<file path="src/hw/rtl/sdr_pkg.sv">
// Shared types and constants for the stick direction repeat block.
// Used by sdr_select and stick_direction_repeat; depends on nothing.
package sdr_pkg;

  localparam int unsigned AXIS_W     = 16;
  localparam int unsigned MAG_W      = 17;  // |-32768| needs 17 bits
  localparam int unsigned SQ_W       = 31;  // 32768^2 = 2^30
  localparam int unsigned SUM_W      = 32;  // sum of two squares
  localparam int unsigned THR_W      = 15;
  localparam int unsigned DELAY_W    = 16;
  localparam int unsigned ELAPSED_W  = 10;
  localparam int unsigned WAIT_W     = 18;
  localparam int unsigned CFG_IDX_W  = 2;
  localparam int unsigned CFG_DATA_W = 16;

  typedef logic signed [AXIS_W-1:0] axis_t;
  typedef logic [1:0]               dir_t;

  // step directions
  localparam dir_t STEP_UP    = 2'd0;
  localparam dir_t STEP_DOWN  = 2'd1;
  localparam dir_t STEP_LEFT  = 2'd2;
  localparam dir_t STEP_RIGHT = 2'd3;

  // configuration register indexes
  localparam logic [CFG_IDX_W-1:0] CFG_THR_ON       = 2'd0;
  localparam logic [CFG_IDX_W-1:0] CFG_THR_OFF      = 2'd1;
  localparam logic [CFG_IDX_W-1:0] CFG_FIRST_DELAY  = 2'd2;
  localparam logic [CFG_IDX_W-1:0] CFG_REPEAT_DELAY = 2'd3;

  // configuration reset values
  localparam logic [THR_W-1:0]   THR_ON_RST       = 15'd16384;
  localparam logic [THR_W-1:0]   THR_OFF_RST      = 15'd11469;
  localparam logic [DELAY_W-1:0] FIRST_DELAY_RST  = 16'd350;
  localparam logic [DELAY_W-1:0] REPEAT_DELAY_RST = 16'd120;

  // Winning axis of the stronger stick, ready for the threshold and state logic.
  typedef struct packed {
    logic                 active;
    logic [ELAPSED_W-1:0] elapsed;
    dir_t                 dir;
    logic [MAG_W-1:0]     mag;
  } sel_t;

  function automatic logic [MAG_W-1:0] mag_of(axis_t v);
    logic [MAG_W-1:0] ext;
    ext = {v[AXIS_W-1], v};
    mag_of = v[AXIS_W-1] ? (MAG_W'(0) - ext) : ext;
  endfunction

endpackage

</file>
<file path="src/hw/rtl/sdr_select.sv">
// Two pipeline stages: axis squares, then stick and axis selection.
// Depends on sdr_pkg.
module sdr_select (
  input  logic                          clk,
  input  logic                          rst_n,
  input  logic                          in_valid,
  output logic                          in_ready,
  input  sdr_pkg::axis_t                left_x,
  input  sdr_pkg::axis_t                left_y,
  input  sdr_pkg::axis_t                right_x,
  input  sdr_pkg::axis_t                right_y,
  input  logic [sdr_pkg::ELAPSED_W-1:0] elapsed_ms,
  input  logic                          active,
  input  logic                          down_ready,
  output logic                          sel_valid,
  output sdr_pkg::sel_t                 sel
);
  import sdr_pkg::*;

  // stage 1: magnitudes and squares
  logic                 v1_r;
  logic [SQ_W-1:0]      sq_lx_r, sq_ly_r, sq_rx_r, sq_ry_r;
  logic [MAG_W-1:0]     m_lx_r, m_ly_r, m_rx_r, m_ry_r;
  logic                 n_lx_r, n_ly_r, n_rx_r, n_ry_r;
  logic                 act1_r;
  logic [ELAPSED_W-1:0] el1_r;

  // stage 2: selection result
  logic v2_r;
  sel_t sel_r;
  sel_t sel_nxt;

  logic rdy1, rdy2, take;
  logic [MAG_W-1:0]   m_lx, m_ly, m_rx, m_ry;
  logic [2*MAG_W-1:0] p_lx, p_ly, p_rx, p_ry;
  logic [SUM_W-1:0]   lsum, rsum;
  logic [MAG_W-1:0]   ax, ay;
  logic               nx, ny, left_wins, vert;

  assign rdy2     = !v2_r || down_ready;
  assign rdy1     = !v1_r || rdy2;
  assign take     = in_valid && rdy1;
  assign in_ready = rdy1;

  assign m_lx = mag_of(left_x);
  assign m_ly = mag_of(left_y);
  assign m_rx = mag_of(right_x);
  assign m_ry = mag_of(right_y);
  assign p_lx = m_lx * m_lx;
  assign p_ly = m_ly * m_ly;
  assign p_rx = m_rx * m_rx;
  assign p_ry = m_ry * m_ry;

  always_ff @(posedge clk) begin
    if (!rst_n) begin
      v1_r <= 1'b0;
    end else if (rdy1) begin
      v1_r <= in_valid;
    end
  end

  always_ff @(posedge clk) begin
    if (take) begin
      sq_lx_r <= p_lx[SQ_W-1:0];
      sq_ly_r <= p_ly[SQ_W-1:0];
      sq_rx_r <= p_rx[SQ_W-1:0];
      sq_ry_r <= p_ry[SQ_W-1:0];
      m_lx_r  <= m_lx;
      m_ly_r  <= m_ly;
      m_rx_r  <= m_rx;
      m_ry_r  <= m_ry;
      n_lx_r  <= left_x[AXIS_W-1];
      n_ly_r  <= left_y[AXIS_W-1];
      n_rx_r  <= right_x[AXIS_W-1];
      n_ry_r  <= right_y[AXIS_W-1];
      act1_r  <= active;
      el1_r   <= elapsed_ms;
    end
  end

  // left stick wins a tie; vertical axis wins a tie
  always_comb begin
    lsum      = {1'b0, sq_lx_r} + {1'b0, sq_ly_r};
    rsum      = {1'b0, sq_rx_r} + {1'b0, sq_ry_r};
    left_wins = lsum >= rsum;
    ax        = left_wins ? m_lx_r : m_rx_r;
    ay        = left_wins ? m_ly_r : m_ry_r;
    nx        = left_wins ? n_lx_r : n_rx_r;
    ny        = left_wins ? n_ly_r : n_ry_r;
    vert      = ay >= ax;
    sel_nxt.active  = act1_r;
    sel_nxt.elapsed = el1_r;
    if (vert) begin
      sel_nxt.dir = ny ? STEP_UP : STEP_DOWN;
      sel_nxt.mag = ay;
    end else begin
      sel_nxt.dir = nx ? STEP_LEFT : STEP_RIGHT;
      sel_nxt.mag = ax;
    end
  end

  always_ff @(posedge clk) begin
    if (!rst_n) begin
      v2_r <= 1'b0;
    end else if (rdy2) begin
      v2_r <= v1_r;
    end
  end

  always_ff @(posedge clk) begin
    if (v1_r && rdy2) begin
      sel_r <= sel_nxt;
    end
  end

  assign sel_valid = v2_r;
  assign sel       = sel_r;

endmodule

</file>
<file path="src/hw/rtl/stick_direction_repeat.sv">
// Top level of the stick direction repeat block: configuration, hold/repeat state, result.
// Depends on sdr_pkg and sdr_select.
//
// Usage:
//   Input channel (in_*): one item per stick sample, both sticks as signed Q1.15
//   axes, the milliseconds since the previous sample and an active flag.
//   Result channel (out_*): exactly one item per input item, in order;
//   out_step_valid says whether a cursor step is issued, out_step_dir its
//   direction (0 up, 1 down, 2 left, 3 right), zero when no step.
//   Configuration (cfg_*): a write of cfg_data into register cfg_index at each
//   edge with cfg_wr_en high; write only while no item is in flight.
// Timing:
//   Three register stages (squares, stick/axis select, threshold and state); the
//   first loads at the accepting edge, and the item then moves on through the other two.
//   One item per cycle is sustained while out_stall is low; the hold/repeat state closes
//   its loop in the last stage, so items may follow one another in consecutive cycles.
// Reset:
//   rst_n low clears all pipeline valids, the held direction and the repeat
//   wait, and loads the default thresholds and delays.
// Stall:
//   While out_stall holds a result, the earlier stages keep filling; once they
//   are full, in_stall rises and each stage holds its item until space opens.
module stick_direction_repeat (
  input  logic                           clk,
  input  logic                           rst_n,
  // input channel
  input  logic                           in_valid,
  output logic                           in_stall,
  input  sdr_pkg::axis_t                 in_left_x,
  input  sdr_pkg::axis_t                 in_left_y,
  input  sdr_pkg::axis_t                 in_right_x,
  input  sdr_pkg::axis_t                 in_right_y,
  input  logic [sdr_pkg::ELAPSED_W-1:0]  in_elapsed_ms,
  input  logic                           in_active,
  // result channel
  output logic                           out_valid,
  input  logic                           out_stall,
  output logic                           out_step_valid,
  output sdr_pkg::dir_t                  out_step_dir,
  // configuration port
  input  logic                           cfg_wr_en,
  input  logic [sdr_pkg::CFG_IDX_W-1:0]  cfg_index,
  input  logic [sdr_pkg::CFG_DATA_W-1:0] cfg_data
);
  import sdr_pkg::*;

  // configuration registers
  logic [THR_W-1:0]   thr_on_r, thr_off_r;
  logic [DELAY_W-1:0] first_delay_r, repeat_delay_r;

  // hold/repeat state
  logic                     dir_held_r, dir_held_nxt;
  dir_t                     held_dir_r, held_dir_nxt;
  logic signed [WAIT_W-1:0] wait_r, wait_nxt;

  // result register
  logic out_valid_r;
  logic step_valid_r, step_valid_nxt;
  dir_t step_dir_r, step_dir_nxt;

  logic  in_ready, out_ready, sel_valid, fire, hit;
  sel_t  sel;
  logic [THR_W-1:0]         thr;
  logic signed [WAIT_W-1:0] wait_dec;

  // Result stage accepts a new item when empty or when its item leaves.
  assign out_ready = !out_valid_r || !out_stall;
  assign fire      = sel_valid && out_ready;
  assign in_stall  = !in_ready;

  sdr_select u_select (
    .clk        (clk),
    .rst_n      (rst_n),
    .in_valid   (in_valid),
    .in_ready   (in_ready),
    .left_x     (in_left_x),
    .left_y     (in_left_y),
    .right_x    (in_right_x),
    .right_y    (in_right_y),
    .elapsed_ms (in_elapsed_ms),
    .active     (in_active),
    .down_ready (out_ready),
    .sel_valid  (sel_valid),
    .sel        (sel)
  );

  // Plain register writes; the index covers exactly the four registers.
  always_ff @(posedge clk) begin
    if (!rst_n) begin
      thr_on_r       <= THR_ON_RST;
      thr_off_r      <= THR_OFF_RST;
      first_delay_r  <= FIRST_DELAY_RST;
      repeat_delay_r <= REPEAT_DELAY_RST;
    end else if (cfg_wr_en) begin
      unique case (cfg_index)
        CFG_THR_ON:       thr_on_r       <= cfg_data[THR_W-1:0];
        CFG_THR_OFF:      thr_off_r      <= cfg_data[THR_W-1:0];
        CFG_FIRST_DELAY:  first_delay_r  <= cfg_data[DELAY_W-1:0];
        CFG_REPEAT_DELAY: repeat_delay_r <= cfg_data[DELAY_W-1:0];
        default:          thr_on_r       <= thr_on_r;
      endcase
    end
  end

  // Hysteresis: the release threshold (thr_off) applies while a direction is held.
  assign thr      = dir_held_r ? thr_off_r : thr_on_r;
  assign hit      = sel.mag >= {{(MAG_W-THR_W){1'b0}}, thr};
  assign wait_dec = wait_r - $signed({{(WAIT_W-ELAPSED_W){1'b0}}, sel.elapsed});

  always_comb begin
    dir_held_nxt   = dir_held_r;
    held_dir_nxt   = held_dir_r;
    wait_nxt       = wait_r;
    step_valid_nxt = 1'b0;
    if (!sel.active) begin
      // drop the held direction; keep the wait and last direction
      dir_held_nxt = 1'b0;
    end else if (!hit) begin
      dir_held_nxt = 1'b0;
    end else if (!dir_held_r || sel.dir != held_dir_r) begin
      // new direction: step at once and arm the first delay
      dir_held_nxt   = 1'b1;
      held_dir_nxt   = sel.dir;
      wait_nxt       = $signed({{(WAIT_W-DELAY_W){1'b0}}, first_delay_r});
      step_valid_nxt = 1'b1;
    end else if (wait_dec[WAIT_W-1] || wait_dec == '0) begin
      // wait expired: repeat step and reload the repeat delay
      wait_nxt       = $signed({{(WAIT_W-DELAY_W){1'b0}}, repeat_delay_r});
      step_valid_nxt = 1'b1;
    end else begin
      wait_nxt = wait_dec;
    end
    step_dir_nxt = step_valid_nxt ? sel.dir : STEP_UP;
  end

  always_ff @(posedge clk) begin
    if (!rst_n) begin
      dir_held_r  <= 1'b0;
      held_dir_r  <= STEP_UP;
      wait_r      <= '0;
      out_valid_r <= 1'b0;
    end else begin
      if (out_ready) begin
        out_valid_r <= sel_valid;
      end
      if (fire) begin
        dir_held_r <= dir_held_nxt;
        held_dir_r <= held_dir_nxt;
        wait_r     <= wait_nxt;
      end
    end
  end

  always_ff @(posedge clk) begin
    if (fire) begin
      step_valid_r <= step_valid_nxt;
      step_dir_r   <= step_dir_nxt;
    end
  end

  assign out_valid      = out_valid_r;
  assign out_step_valid = step_valid_r;
  assign out_step_dir   = step_dir_r;

`ifndef SYNTHESIS
  // Input side only backs up when the result is held by the receiver.
  a_stall_cause: assert property (@(posedge clk) disable iff (!rst_n)
    in_stall |-> (out_valid_r && out_stall))
    else $error("in_stall raised without a held result");

  // A result without a step carries direction zero.
  a_no_step_dir: assert property (@(posedge clk) disable iff (!rst_n)
    (out_valid_r && !step_valid_r) |-> (step_dir_r == STEP_UP))
    else $error("step_dir nonzero on a result without a step");

  // Any emitted step leaves a direction held, matching the step.
  a_step_holds: assert property (@(posedge clk) disable iff (!rst_n)
    (fire && step_valid_nxt) |=> (dir_held_r && held_dir_r == step_dir_r))
    else $error("step emitted without holding its direction");

  // An inactive item always releases the held direction.
  a_inactive_release: assert property (@(posedge clk) disable iff (!rst_n)
    (fire && !sel.active) |=> (!dir_held_r && !step_valid_r))
    else $error("inactive item did not release the direction");

  // The repeat wait never drops below one maximal elapsed step.
  a_wait_floor: assert property (@(posedge clk) disable iff (!rst_n)
    wait_r >= -$signed({{(WAIT_W-ELAPSED_W){1'b0}}, {ELAPSED_W{1'b1}}}))
    else $error("repeat wait out of range");
`endif

endmodule

</file>
<file path="config.mk">
export PLATFORM = sky130hd
export DESIGN_NAME = stick_direction_repeat
export DESIGN_NICKNAME = d
export VERILOG_FILES = /design/src/hw/rtl/sdr_pkg.sv /design/src/hw/rtl/sdr_select.sv /design/src/hw/rtl/stick_direction_repeat.sv
export SDC_FILE = /design/constraint.sdc
export NUM_CORES = 2
export LEC_CHECK = 0
export ABC_CLOCK_PERIOD_IN_PS = 10500
export BUFFER_PORTS_ARGS = -buffer_cell sky130_fd_sc_hd__buf_2
export CORE_UTILIZATION = 50
export DETAILED_ROUTE_END_ITERATION = 6
export GPL_TIMING_DRIVEN = 0
export PLACE_DENSITY = 0.73
export SYNTH_ARGS = -nofsm -noshare
export SYNTH_HDL_FRONTEND = slang
export SYNTH_SLANG_ARGS = --single-unit
</file>
<file path="constraint.sdc">
create_clock -name clk -period 10.5 [get_ports clk]
set_input_delay 1.05 -clock clk [delete_from_list [all_inputs] [get_ports clk]]
set_output_delay 1.05 -clock clk [all_outputs]
set_load 0.05 [all_outputs]
</file>
==> out/metrics.yaml <==
antenna_found_initial: 2
synth_cells: 4955
vias: 34250
htree_num_levels: 2
path_common_cell: "fa_1"
die-area_um2: 95560
yosysSeqAreaShare_pct: 18.42
grt-ovfl-total: 0
grt_pass1_vias: 35627
hold_violations: 0
fillers: 8261
synth_common_cells: "1191 x inv_1, 770 x fa_1, 517 x nand2_1, 497 x ha_1, 309 x nor2_1"
io_buffers: 102
fin_crit_sh_pct: 94.90
drt_iter0_drc: 2144
final_nets: 6608
critPathMaxFanout: 10
hold_class: "reg -> reg"
io_pins: 103
seq_area_um2: 8688
core-area_um2: 93330
tightest_slew_ps: 1461
drtAntennaViolNets: 0
synthArstFlopShare_pct: 0
slowest_stage: "clkinv_1"
setup_slack_ps: 535.4
ys_types: 91
row_count: 112
fin_crit_ps: 9965
min-delay-start: "u_select.el1_r[0]$_DFFE_PP_"
clock_sinks: 318
yosysMostFrequentCell: "inv_1"
fp.dieW_um: 309.1
syn_area_per_cell_um2: 9.518
clkSlewWorstSetupHoldPaths_ps: 60
detailed_place_hpwl_mm: 94.30
areaGrowthSynthToFinish_pct: 8.667
ys_ff_latch: 318
grt_start_max_net_pins: 39
cts_root_buf: "clkbuf_16"
cp.arrival_ps: 10290
slew_headroom_pct: 1.930
multi_input_area_um2: 34120
clk_latency_ps: 550
startpoint: "in_left_x[0]"
drive_above_1_share_pct: 5.083
fmax_mhz: 100.4
grt_pass1_wl_mm: 185.0
endpoint_kind: "register"
cap_violations: 0
die_h_um: 309.1
start_util_pct: 50.53
post_drt_wl_per_cell_um: 17.42
vias_per_cell: 5.248
synth_top_cell_area_share_pct: 32.68
diodes: 0
rsz0062_at_grt: "false"
grt_use_total_pct: 24.71
setup_violations: 0
place.gp.congestion: 0.9177
cts_max_path_buffers: 3
critical-path-top-delay-family: "adder cells"
cpPeakStageDelay_ps: 710
critical_path_class: "in -> reg"
post-route-drc-count: 0
path_buf_inv: 8
syn_area_um2: 47160
status: "complete, no violations"
cts-buffers-inserted: 38
synth-edff-count: 232
drv_slew: 0
finClkSkew_ps: 20.12
synth_area_leaders: "fa_1 33%, edfxtp_1 15%, ha_1 13%"
dr.pass1.iters: 5
cts_tree: "yes"
r2r-start: "u_select.sq_ly_r[3]$_DFFE_PP_"
ys_warn_count: 0
yosys_most_used_dff: "edfxtp_1"
place_ws_ps: -344.8
yosys.area.top_type: "fa_1"
wl_mm: 113.7
required_ps: 10830
startpoint_type: "input port"
[worst register-to-register path: cells and delay by family, from the launching register on]
kind                       cells  cell delay (ps)
AOI/OAI and AO/OA             17             3350
buffers and inverters          3             1390
adders and majority gates      3              940
muxes                          3              790
and+or+nand+nor                4              620
DFF                            1              430
xor gates and xnor gates       1              160
[state kept, by name, summed over array words and instances, names as in the netlist, 16 cells and up]
signal	count
u_select.m_ly_r	17
u_select.m_ry_r	17
u_select.sq_ly_r	29
first_delay_r	16
u_select.sq_rx_r	29
u_select.m_lx_r	17
u_select.m_rx_r	17
wait_r	18
u_select.sq_ry_r	29
u_select.sq_lx_r	29
repeat_delay_r	16
u_select.sel	30
[metrics by stage]
step / area (um2) / util, % / std cells / hold WS (ps) / TNS (ps)
6_report: 51250 / 54.91 / 6526 / 420.6 / 0
5_1_grt: 51250 / 54.91 / 6526 / 426.3 / 0
4_1_cts: 51220 / 54.88 / 6526 / 423.3 / 0
3_5_place_dp: 49950 / 53.52 / 6457 / 408.1 / -1675
3_3_place_gp: 49760 / 53.32 / 6449 / 404.6 / -3880
2_1_floorplan: 47680 / - / 5093 / 400.3 / 0
[logic make-up after synthesis]
group / count (synthesis) / share of synthesized area (%)
buffers and inverters: 1311 / 10.50
adders and majority gates: 1267 / 45.87
and+or+nand+nor: 1114 / 10.34
AOI/OAI and AO/OA: 603 / 8.123
DFF: 318 / 18.42
xor gates and xnor gates: 229 / 4.316
muxes: 111 / 2.409
other: 2 / 0.01592
[layout make-up]
class / count / share of cell area [%]
clock inverter: 21 / 0.3222
buffer: 92 / 0.7275
tap: 1254 / 3.061
clock buffer: 48 / 2.153
multi-input combinational: 3464 / 66.58
sequential: 318 / 16.95
inverter: 1219 / 8.938
timing repair buffer: 110 / 1.269
[cell usage in the layout (no fill, tap or decap), types with 100 or more instances in the layout]
cell type / n
fa_1: 770
xnor2_1: 154
inv_1: 1191
nor2_1: 309
ha_1: 497
edfxtp_1: 232
o21ai_0: 100
buf_2: 113
nand2_1: 517
conb_1: 140
a21oi_1: 214
[repair_timing]
action / in CTS / in global routing
setup buffers: 0 / 0
hold buffers: 0 / 0
resized for setup: 0 / 3
endpoints found under the setup margin: 0 / 7
[layer usage]
metal  GRT usage [%]  share of wire [%]
met5               0                  0
met4           8.600                3.7
met3           2.816                6.4
met2           41.35                 48
met1           33.26                 42
[worst paths after layout]
kind / endpoint / slack [ps] / depth (start not counted)
hold / removal: u_select.sel[19]$_DFFE_PP_ / 420 / 0
hold reg to reg: u_select.sel[19]$_DFFE_PP_ / 420 / 0
setup reg to reg: u_select.sel[12]$_DFFE_PP_ / 2510 / 31
setup / recovery: u_select.sq_lx_r[23]$_DFFE_PP_ / 540 / 29
Power is not shown: default switching activity piles up to over one toggle a cycle in this logic, so the estimate is an artifact.
